==> config.mk <==
export PLATFORM = sky130hd
export DESIGN_NAME = md5_digest_engine
export DESIGN_NICKNAME = d
export VERILOG_FILES = /design/src/hdl/md5_pkg.sv /design/src/hdl/md5_ram.sv /design/src/hdl/md5_core.sv /design/src/hdl/md5_digest_engine.sv
export SDC_FILE = /design/constraint.sdc
export NUM_CORES = 2
export LEC_CHECK = 0
export ABC_AREA = 1
export BUFFER_PORTS_ARGS = -buffer_cell sky130_fd_sc_hd__buf_2
export CAP_MARGIN = 5
export CORE_AREA = 3 3 333 401
export DETAILED_ROUTE_END_ITERATION = 16
export DIE_AREA = 0 0 336 404
export GPL_TIMING_DRIVEN = 0
export MAX_ROUTING_LAYER = met4
export PLACE_DENSITY = 0.6
export SETUP_SLACK_MARGIN = 0.4
export SLEW_MARGIN = 20
export SYNTH_ARGS = -nofsm -noshare
export SYNTH_HDL_FRONTEND = slang
export SYNTH_SLANG_ARGS = --single-unit
==> constraint.sdc <==
create_clock -name clk_i -period 10.15 [get_ports clk_i]
set_input_delay 0.5075 -clock clk_i [delete_from_list [all_inputs] [get_ports clk_i]]
set_output_delay 0.5075 -clock clk_i [all_outputs]
set_load 0.02 [all_outputs]
==> src/hdl/md5_pkg.sv <==
// shared types, constants and step tables for the md5 digest engine
package md5_pkg;

  localparam int unsigned MD5_WORD_W      = 32;
  localparam int unsigned MD5_BLOCK_WORDS = 16;
  localparam int unsigned MD5_STEPS       = 64;

  // chaining value after reset
  localparam logic [31:0] MD5_IV_A = 32'h67452301;
  localparam logic [31:0] MD5_IV_B = 32'hefcdab89;
  localparam logic [31:0] MD5_IV_C = 32'h98badcfe;
  localparam logic [31:0] MD5_IV_D = 32'h10325476;

  // sequencer commands to the compression datapath
  typedef struct packed {
    logic init;     // load working registers from the chaining value
    logic step;     // run one compression step
    logic fold;     // add working registers into the chaining value
    logic restart;  // with fold: return the chaining value to its initial value
  } md5_ctrl_t;

  // per-step additive constant
  function automatic logic [31:0] md5_const(input logic [5:0] idx);
    logic [31:0] k;
    case (idx)
      6'd0:  k = 32'hd76aa478;  6'd1:  k = 32'he8c7b756;
      6'd2:  k = 32'h242070db;  6'd3:  k = 32'hc1bdceee;
      6'd4:  k = 32'hf57c0faf;  6'd5:  k = 32'h4787c62a;
      6'd6:  k = 32'ha8304613;  6'd7:  k = 32'hfd469501;
      6'd8:  k = 32'h698098d8;  6'd9:  k = 32'h8b44f7af;
      6'd10: k = 32'hffff5bb1;  6'd11: k = 32'h895cd7be;
      6'd12: k = 32'h6b901122;  6'd13: k = 32'hfd987193;
      6'd14: k = 32'ha679438e;  6'd15: k = 32'h49b40821;
      6'd16: k = 32'hf61e2562;  6'd17: k = 32'hc040b340;
      6'd18: k = 32'h265e5a51;  6'd19: k = 32'he9b6c7aa;
      6'd20: k = 32'hd62f105d;  6'd21: k = 32'h02441453;
      6'd22: k = 32'hd8a1e681;  6'd23: k = 32'he7d3fbc8;
      6'd24: k = 32'h21e1cde6;  6'd25: k = 32'hc33707d6;
      6'd26: k = 32'hf4d50d87;  6'd27: k = 32'h455a14ed;
      6'd28: k = 32'ha9e3e905;  6'd29: k = 32'hfcefa3f8;
      6'd30: k = 32'h676f02d9;  6'd31: k = 32'h8d2a4c8a;
      6'd32: k = 32'hfffa3942;  6'd33: k = 32'h8771f681;
      6'd34: k = 32'h6d9d6122;  6'd35: k = 32'hfde5380c;
      6'd36: k = 32'ha4beea44;  6'd37: k = 32'h4bdecfa9;
      6'd38: k = 32'hf6bb4b60;  6'd39: k = 32'hbebfbc70;
      6'd40: k = 32'h289b7ec6;  6'd41: k = 32'heaa127fa;
      6'd42: k = 32'hd4ef3085;  6'd43: k = 32'h04881d05;
      6'd44: k = 32'hd9d4d039;  6'd45: k = 32'he6db99e5;
      6'd46: k = 32'h1fa27cf8;  6'd47: k = 32'hc4ac5665;
      6'd48: k = 32'hf4292244;  6'd49: k = 32'h432aff97;
      6'd50: k = 32'hab9423a7;  6'd51: k = 32'hfc93a039;
      6'd52: k = 32'h655b59c3;  6'd53: k = 32'h8f0ccc92;
      6'd54: k = 32'hffeff47d;  6'd55: k = 32'h85845dd1;
      6'd56: k = 32'h6fa87e4f;  6'd57: k = 32'hfe2ce6e0;
      6'd58: k = 32'ha3014314;  6'd59: k = 32'h4e0811a1;
      6'd60: k = 32'hf7537e82;  6'd61: k = 32'hbd3af235;
      6'd62: k = 32'h2ad7d2bb;  6'd63: k = 32'heb86d391;
      default: k = 32'h0;
    endcase
    return k;
  endfunction

  // left rotate amount, by round and step within group of four
  function automatic logic [4:0] md5_rot(input logic [5:0] idx);
    logic [4:0] r;
    case ({idx[5:4], idx[1:0]})
      4'd0:  r = 5'd7;   4'd1:  r = 5'd12;  4'd2:  r = 5'd17;  4'd3:  r = 5'd22;
      4'd4:  r = 5'd5;   4'd5:  r = 5'd9;   4'd6:  r = 5'd14;  4'd7:  r = 5'd20;
      4'd8:  r = 5'd4;   4'd9:  r = 5'd11;  4'd10: r = 5'd16;  4'd11: r = 5'd23;
      4'd12: r = 5'd6;   4'd13: r = 5'd10;  4'd14: r = 5'd15;  4'd15: r = 5'd21;
      default: r = 5'd0;
    endcase
    return r;
  endfunction

  // message word used by a step
  function automatic logic [3:0] md5_msg_index(input logic [5:0] idx);
    logic [3:0] s;
    logic [3:0] g;
    s = idx[3:0];
    case (idx[5:4])
      2'd0:    g = s;
      2'd1:    g = (s << 2) + s + 4'd1;
      2'd2:    g = (s << 1) + s + 4'd5;
      2'd3:    g = (s << 3) - s;
      default: g = s;
    endcase
    return g;
  endfunction

endpackage

==> src/hdl/md5_ram.sv <==
// generic single write, single read ram with registered read data
module md5_ram #(
  parameter int unsigned WIDTH = 32,
  parameter int unsigned DEPTH = 16
) (
  input  logic                     clk_i,
  input  logic                     we_i,
  input  logic [$clog2(DEPTH)-1:0] waddr_i,
  input  logic [WIDTH-1:0]         wdata_i,
  input  logic [$clog2(DEPTH)-1:0] raddr_i,
  output logic [WIDTH-1:0]         rdata_o
);

  logic [WIDTH-1:0] mem_q [DEPTH];

  // write port
  always_ff @(posedge clk_i) begin
    if (we_i) begin
      mem_q[waddr_i] <= wdata_i;
    end
  end

  // registered read port
  always_ff @(posedge clk_i) begin
    rdata_o <= mem_q[raddr_i];
  end

endmodule

==> src/hdl/md5_core.sv <==
// md5 compression datapath: working registers, step logic and chaining value
module md5_core
  import md5_pkg::*;
(
  input  logic             clk_i,
  input  logic             rst_ni,
  input  md5_ctrl_t        ctrl_i,
  input  logic [5:0]       step_idx_i,
  input  logic [31:0]      msg_i,
  output logic [3:0][31:0] chain_sum_o
);

  logic [31:0] chain_q [4];
  logic [31:0] a_q, b_q, c_q, d_q;
  logic [31:0] func;
  logic [31:0] sum;
  logic [63:0] sum_dbl;
  logic [31:0] new_b;

  // round function
  always_comb begin
    case (step_idx_i[5:4])
      2'd0:    func = (b_q & c_q) | (~b_q & d_q);
      2'd1:    func = (b_q & d_q) | (c_q & ~d_q);
      2'd2:    func = b_q ^ c_q ^ d_q;
      2'd3:    func = c_q ^ (b_q | ~d_q);
      default: func = 32'h0;
    endcase
  end

  // one step: add, rotate, add
  assign sum     = a_q + func + md5_const(step_idx_i) + msg_i;
  assign sum_dbl = {sum, sum} << md5_rot(step_idx_i);
  assign new_b   = b_q + sum_dbl[63:32];

  // working registers
  always_ff @(posedge clk_i) begin
    if (ctrl_i.init) begin
      a_q <= chain_q[0];
      b_q <= chain_q[1];
      c_q <= chain_q[2];
      d_q <= chain_q[3];
    end else if (ctrl_i.step) begin
      a_q <= d_q;
      b_q <= new_b;
      c_q <= b_q;
      d_q <= c_q;
    end
  end

  // chaining value plus block result
  assign chain_sum_o[0] = chain_q[0] + a_q;
  assign chain_sum_o[1] = chain_q[1] + b_q;
  assign chain_sum_o[2] = chain_q[2] + c_q;
  assign chain_sum_o[3] = chain_q[3] + d_q;

  // chaining value
  always_ff @(posedge clk_i or negedge rst_ni) begin
    if (!rst_ni) begin
      chain_q[0] <= MD5_IV_A;
      chain_q[1] <= MD5_IV_B;
      chain_q[2] <= MD5_IV_C;
      chain_q[3] <= MD5_IV_D;
    end else if (ctrl_i.fold) begin
      if (ctrl_i.restart) begin
        chain_q[0] <= MD5_IV_A;
        chain_q[1] <= MD5_IV_B;
        chain_q[2] <= MD5_IV_C;
        chain_q[3] <= MD5_IV_D;
      end else begin
        chain_q[0] <= chain_sum_o[0];
        chain_q[1] <= chain_sum_o[1];
        chain_q[2] <= chain_sum_o[2];
        chain_q[3] <= chain_sum_o[3];
      end
    end
  end

endmodule

==> src/hdl/md5_digest_engine.sv <==
// top level of the md5 digest engine: word intake, padding, sequencing, output
//
// Input channel: in_valid_i / in_stall_o carries one 32-bit message word per
// transfer, first byte in bits 7..0, with valid_bytes_i and last_word_i.
// Words other than the last always count as four bytes. On the last word
// valid_bytes_i gives 0..4 bytes (5..7 count as 4).
// Output channel: out_valid_o / out_stall_i carries the four digest words,
// one transfer per message.
// Each word is written into a 16-entry block buffer ram. Every 16th word
// starts a compression (a read-ahead step, 64 steps at one step per cycle,
// one fold into the chaining value), during which in_stall_o is high.
// After the last word the padding words are written one per cycle (up to
// 18 over two blocks), followed by one or two compressions; the digest
// then sits in an output register while new words are already taken in.
// If the output register is still held by a stalled receiver when the next
// digest is done, the engine waits with in_stall_o high until it drains.
// Reset returns the chaining value to its initial value and clears the
// word position and byte count; the buffer contents are not cleared.
module md5_digest_engine
  import md5_pkg::*;
(
  input  logic        clk_i,
  input  logic        rst_ni,
  input  logic        in_valid_i,
  output logic        in_stall_o,
  input  logic [31:0] data_word_i,
  input  logic [2:0]  valid_bytes_i,
  input  logic        last_word_i,
  output logic        out_valid_o,
  input  logic        out_stall_i,
  output logic [31:0] digest_word0_o,
  output logic [31:0] digest_word1_o,
  output logic [31:0] digest_word2_o,
  output logic [31:0] digest_word3_o
);

  localparam int unsigned PosW = $clog2(MD5_BLOCK_WORDS);
  localparam int unsigned StepW = $clog2(MD5_STEPS);
  localparam logic [PosW-1:0] PosLenLo = PosW'(MD5_BLOCK_WORDS - 2);
  localparam logic [PosW-1:0] PosLast  = PosW'(MD5_BLOCK_WORDS - 1);
  localparam logic [StepW-1:0] StepLast = StepW'(MD5_STEPS - 1);

  typedef enum logic [4:0] {
    ST_IDLE = 5'b00001,
    ST_PAD  = 5'b00010,
    ST_PREP = 5'b00100,
    ST_COMP = 5'b01000,
    ST_FIN  = 5'b10000
  } state_e;

  state_e           state_q, state_d;
  logic [PosW-1:0]  pos_q, pos_d;
  logic [StepW-1:0] step_q, step_d;
  logic [60:0]      count_q, count_d;
  logic             tail_q, tail_d;
  logic             marker_q, marker_d;
  logic             len_hi_q, len_hi_d;
  logic             final_q, final_d;
  logic             out_valid_q, out_valid_d;
  logic             out_load;
  logic [31:0]      digest_q [4];

  logic             in_xfer;
  logic             out_free;
  logic [2:0]       nbytes;
  logic [31:0]      tail_word;

  logic             ram_we;
  logic [PosW-1:0]  ram_raddr;
  logic [31:0]      ram_wdata;
  logic [31:0]      ram_rdata;

  md5_ctrl_t        ctrl;
  logic [3:0][31:0] chain_sum;

  assign in_stall_o = (state_q != ST_IDLE);
  assign in_xfer    = in_valid_i && !in_stall_o;
  assign out_free   = !out_valid_q || !out_stall_i;

  // byte count of this word
  always_comb begin
    if (!last_word_i) begin
      nbytes = 3'd4;
    end else if (valid_bytes_i > 3'd4) begin
      nbytes = 3'd4;
    end else begin
      nbytes = valid_bytes_i;
    end
  end

  // last word with its unused bytes masked and, below four bytes, the end marker appended
  always_comb begin
    case (nbytes)
      3'd0:    tail_word = 32'h0000_0080;
      3'd1:    tail_word = {16'h0, 8'h80, data_word_i[7:0]};
      3'd2:    tail_word = {8'h0, 8'h80, data_word_i[15:0]};
      3'd3:    tail_word = {8'h80, data_word_i[23:0]};
      default: tail_word = data_word_i;
    endcase
  end

  // sequencer
  always_comb begin
    state_d     = state_q;
    pos_d       = pos_q;
    step_d      = step_q;
    count_d     = count_q;
    tail_d      = tail_q;
    marker_d    = marker_q;
    len_hi_d    = len_hi_q;
    final_d     = final_q;
    out_valid_d = out_valid_q && out_stall_i;
    out_load    = 1'b0;
    ram_we      = 1'b0;
    ram_wdata   = data_word_i;
    ram_raddr   = md5_msg_index(step_q + StepW'(1));
    ctrl        = '0;
    case (state_q)
      ST_IDLE: begin
        if (in_xfer) begin
          ram_we    = 1'b1;
          ram_wdata = last_word_i ? tail_word : data_word_i;
          pos_d     = pos_q + PosW'(1);
          count_d   = count_q + 61'(nbytes);
          if (last_word_i) begin
            tail_d   = 1'b1;
            marker_d = (nbytes == 3'd4);
          end
          if (pos_q == PosLast) begin
            state_d = ST_PREP;
          end else if (last_word_i) begin
            state_d = ST_PAD;
          end
        end
      end
      ST_PAD: begin
        ram_we   = 1'b1;
        pos_d    = pos_q + PosW'(1);
        marker_d = 1'b0;
        if (marker_q) begin
          ram_wdata = 32'h0000_0080;
        end else if (len_hi_q) begin
          ram_wdata = count_q[60:29];
          len_hi_d  = 1'b0;
          final_d   = 1'b1;
        end else if (pos_q == PosLenLo) begin
          ram_wdata = {count_q[28:0], 3'b000};
          len_hi_d  = 1'b1;
        end else begin
          ram_wdata = 32'h0;
        end
        if (pos_q == PosLast) begin
          state_d = ST_PREP;
        end
      end
      ST_PREP: begin
        ctrl.init = 1'b1;
        ram_raddr = md5_msg_index('0);
        step_d    = '0;
        state_d   = ST_COMP;
      end
      ST_COMP: begin
        ctrl.step = 1'b1;
        step_d    = step_q + StepW'(1);
        if (step_q == StepLast) begin
          state_d = ST_FIN;
        end
      end
      ST_FIN: begin
        if (!final_q) begin
          ctrl.fold = 1'b1;
          state_d   = tail_q ? ST_PAD : ST_IDLE;
        end else if (out_free) begin
          ctrl.fold    = 1'b1;
          ctrl.restart = 1'b1;
          out_load     = 1'b1;
          out_valid_d  = 1'b1;
          tail_d       = 1'b0;
          final_d      = 1'b0;
          count_d      = '0;
          state_d      = ST_IDLE;
        end
      end
      default: begin
        state_d = ST_IDLE;
      end
    endcase
  end

  // control registers
  always_ff @(posedge clk_i or negedge rst_ni) begin
    if (!rst_ni) begin
      state_q     <= ST_IDLE;
      pos_q       <= '0;
      step_q      <= '0;
      count_q     <= '0;
      tail_q      <= 1'b0;
      marker_q    <= 1'b0;
      len_hi_q    <= 1'b0;
      final_q     <= 1'b0;
      out_valid_q <= 1'b0;
    end else begin
      state_q     <= state_d;
      pos_q       <= pos_d;
      step_q      <= step_d;
      count_q     <= count_d;
      tail_q      <= tail_d;
      marker_q    <= marker_d;
      len_hi_q    <= len_hi_d;
      final_q     <= final_d;
      out_valid_q <= out_valid_d;
    end
  end

  // digest output register
  always_ff @(posedge clk_i) begin
    if (out_load) begin
      digest_q[0] <= chain_sum[0];
      digest_q[1] <= chain_sum[1];
      digest_q[2] <= chain_sum[2];
      digest_q[3] <= chain_sum[3];
    end
  end

  assign out_valid_o    = out_valid_q;
  assign digest_word0_o = digest_q[0];
  assign digest_word1_o = digest_q[1];
  assign digest_word2_o = digest_q[2];
  assign digest_word3_o = digest_q[3];

  // block buffer
  md5_ram #(
    .WIDTH (MD5_WORD_W),
    .DEPTH (MD5_BLOCK_WORDS)
  ) u_block_ram (
    .clk_i   (clk_i),
    .we_i    (ram_we),
    .waddr_i (pos_q),
    .wdata_i (ram_wdata),
    .raddr_i (ram_raddr),
    .rdata_o (ram_rdata)
  );

  // compression datapath
  md5_core u_core (
    .clk_i       (clk_i),
    .rst_ni      (rst_ni),
    .ctrl_i      (ctrl),
    .step_idx_i  (step_q),
    .msg_i       (ram_rdata),
    .chain_sum_o (chain_sum)
  );

endmodule

==> impl_metrics.ini <==
[yosys]
netlist_top_cells_count = 1200 x nand2_1, 1004 x inv_1, 768 x edfxtp_1, 650 x o21ai_0, 593 x a21oi_1
synthFlopType = edfxtp_1
synth.net_count = 6918
synth_seq_cells = 1009
synth_edf_count = 768
synth_top_area_share_pct = 39.48
avgSynthCellArea_um2 = 8.866
synth.distinct_cells = 71
netlist_instances = 6588
synth_area_um2 = 58410
synthTopCellsByArea = edfxtp_1 39%, nand2_1 7.7%, inv_1 6.5%
ys.warnings.count = 0
ys_seq_area_share_pct = 49.67
yosysMostFrequentCell = nand2_1
synth_largest_area_cell = edfxtp_1
async_reset_ff_share_pct = 20.71

[min_path]
min_from = out_stall_i
worstHoldPathType = input port to flip-flop
holdPathStages = 3

[worst_setup_path]
critical_path_class = flip-flop to flip-flop
crit_fanout = 10
arrival_ns = 9.98
crit_top_cell = nand3_1
cp-end-kind = flip-flop
rrSetupSlack_ns = 0.67
worstReg2RegStart = step_q[5]$_DFFE_PN0P_
crit_path_max_incr_delay_ns = 0.86
worstSetupStartpoint = step_q[5]$_DFFE_PN0P_
start_kind = flip-flop
cp.required_ns = 10.66
r2r_cells = 44
crit_path_top_delay_cell = clkbuf_1

[cts]
clkTransAtPathRegs_ns = 0.07
cts_tree = yes
ctsLongestPathBuffers = 3
cts_htree_levels = 3
clk_latency_ns = 0.76
root_buffer = clkbuf_16
cts_made_buffers = 105
cts.sinks = 1009

[placed_design]
place_congestion = 1.025
place_hpwl_mm = 186.1
dpl_worst_slack_ns = -1.624
portBuffers = 169
placed_cells = 8507

[timing]
setup_ws_ns = 0.6736
final_hold_viol_count = 0
worst_clock_skew_ns = 0.06914
rsz0062_at_grt = true
slew_violations = 0
max_slew.worst_pin.slew_ns = 1.218
slew_headroom_pct = 18.81
min_period_ns = 9.476
fmax_mhz = 105.5
setup_viol = 0
finalCritPeriodShare_pct = 93.36

[die]
die_x_um = 336
io_pins = 170
die_area_um2 = 135700
placeableCoreArea_um2 = 129900
row_count = 145
die_y_um = 404
start_util_pct = 44.97

[layout]
area_growth_pct = 13.87
fin_cells = 8713
final_util_pct = 51.20
drive_above_1_share_pct = 9.744
nets = 7259
fill_cells = 12280

[power_and_ir_drop]
power_density_nw_per_um2 = 400.9
leakage_nw = 28.35
ir_drop_mv = 0.4016
fin_total_pwr_mw = 26.66

[global_route]
grt.total_usage_pct = 36.13
antenna_found_initial = 8
grt_pass1_vias = 49410
grt_overflow = 0
grt_pass1_wl_mm = 342.3
grt_max_degree = 83

[route]
first_pass_iters = 6
initialDrtViolationCount = 5744
wl_per_cell_um = 27.88
antenna_left = 0
postRouteWirelength_mm = 243.0
drc = 0
vias = 51850
vias_per_cell = 5.951

[status]
status = finished, final reports clean

[job]
maxCapViolations = 0
[metal layers]
layer  up-vias  global-route usage [%]  routed length [um]
li1      23330                       -                   -
met1     24970                   41.73               88160
met2      2790                   59.00              115900
met3       763                   5.148               19400
met4         0                   23.52               19480
met5         -                       -                   0
[what timing repair did]
action	in CTS	in global routing
hold endpoints to repair	30	0
hold buffers	1	0
pin swaps	1	4
endpoints found under the setup margin	29	19
resized for setup	45	54
buffers inserted	0	3
[layout make-up]
cell class	instances	area (um^2)	area share (%)
repair buffers	234	1908	2.869
flip-flops and latches	1009	29020	43.63
clock inverters	66	753.2	1.132
well taps	1690	2115	3.179
inverters	1025	3864	5.809
plain buffers	247	1081	1.625
multi-input cells	4307	25000	37.58
clock buffers	132	2769	4.163
diodes	3	7.507	0.01129
[path summary, 6_finish.rpt]
path | endpoint
setup / recovery | u_core.b_q[24]$_DFFE_PP_
hold / removal | out_valid_o$_DFF_PN0_
setup reg to reg | u_core.b_q[24]$_DFFE_PP_
hold reg to reg | count_q[41]$_DFFE_PN0P_
max in group asynchronous | state_q[0]$_DFFE_PN1P_
min in group asynchronous | u_core.chain_q[111]$_DFFE_PN0P_
[flip-flops by register name (all words and copies together) (netlist names)]
signal,count
count_q,61
digest_q,128
final_q,1
len_hi_q,1
marker_q,1
out_valid_o,1
pos_q,4
state_q,5
step_q,6
tail_q,1
u_block_ram.mem_q,512
u_block_ram.rdata_o,32
u_core.a_q,32
u_core.b_q,32
u_core.c_q,32
u_core.chain_q,128
u_core.d_q,32
[logic make-up (layout without fill, tap and decap cells)]
| group | count (synthesis) | count (layout) | synth area share (%) |
|---|---|---|---|
| compound gates | 1703 | 1703 | 16.75 |
| xor+xnor | 163 | 163 | 2.457 |
| fa+ha+maj | 290 | 290 | 7.086 |
| buf+inv | 1272 | 1704 | 8.361 |
| flops | 1009 | 1009 | 49.67 |
| mux | 5 | 5 | 0.08569 |
| other cells | 0 | 3 | 0 |
| simple gates | 2146 | 2146 | 15.59 |
[power by group]
part	internal, mW	switching [mW]
logic	5.02	11.8
registers	5.49	0.364
clock network	2.22	1.79
[cell usage in the layout, fill, tap and decap left out, types with 109 or more instances in the layout]
| cell type | netlist | routed |
|---|---|---|
| a21oi_1 | 593 | 589 |
| buf_2 | 54 | 231 |
| clkbuf_1 | 157 | 169 |
| dfrtp_1 | 144 | 141 |
| edfxtp_1 | 768 | 768 |
| ha_1 | 222 | 222 |
| inv_1 | 1004 | 1003 |
| nand2_1 | 1200 | 1195 |
| nand3_1 | 363 | 363 |
| nor2_1 | 344 | 321 |
| o211ai_1 | 109 | 109 |
| o21ai_0 | 650 | 642 |
[stage by stage]
stage,hold WS (ns),TNS [ns],instance area [um^2]
final,0.1171,0,66510
after detailed placement,0.4546,-25.47,62690
after global routing,0.1467,0,66510
after CTS,0.07939,0,66360
after floorplan,0.2119,0,58410
after global placement,0.4561,-43.43,61370
[critical path, delay by kind of cell (launching register included)]
kind            cells  cell delay, ns
buf+inv             8            1.91
simple gates       21            3.19
compound gates      9            1.62
flops               1            0.31
fa+ha+maj           6            2.19
No activity file was read; power rests on OpenSTA's default activity.
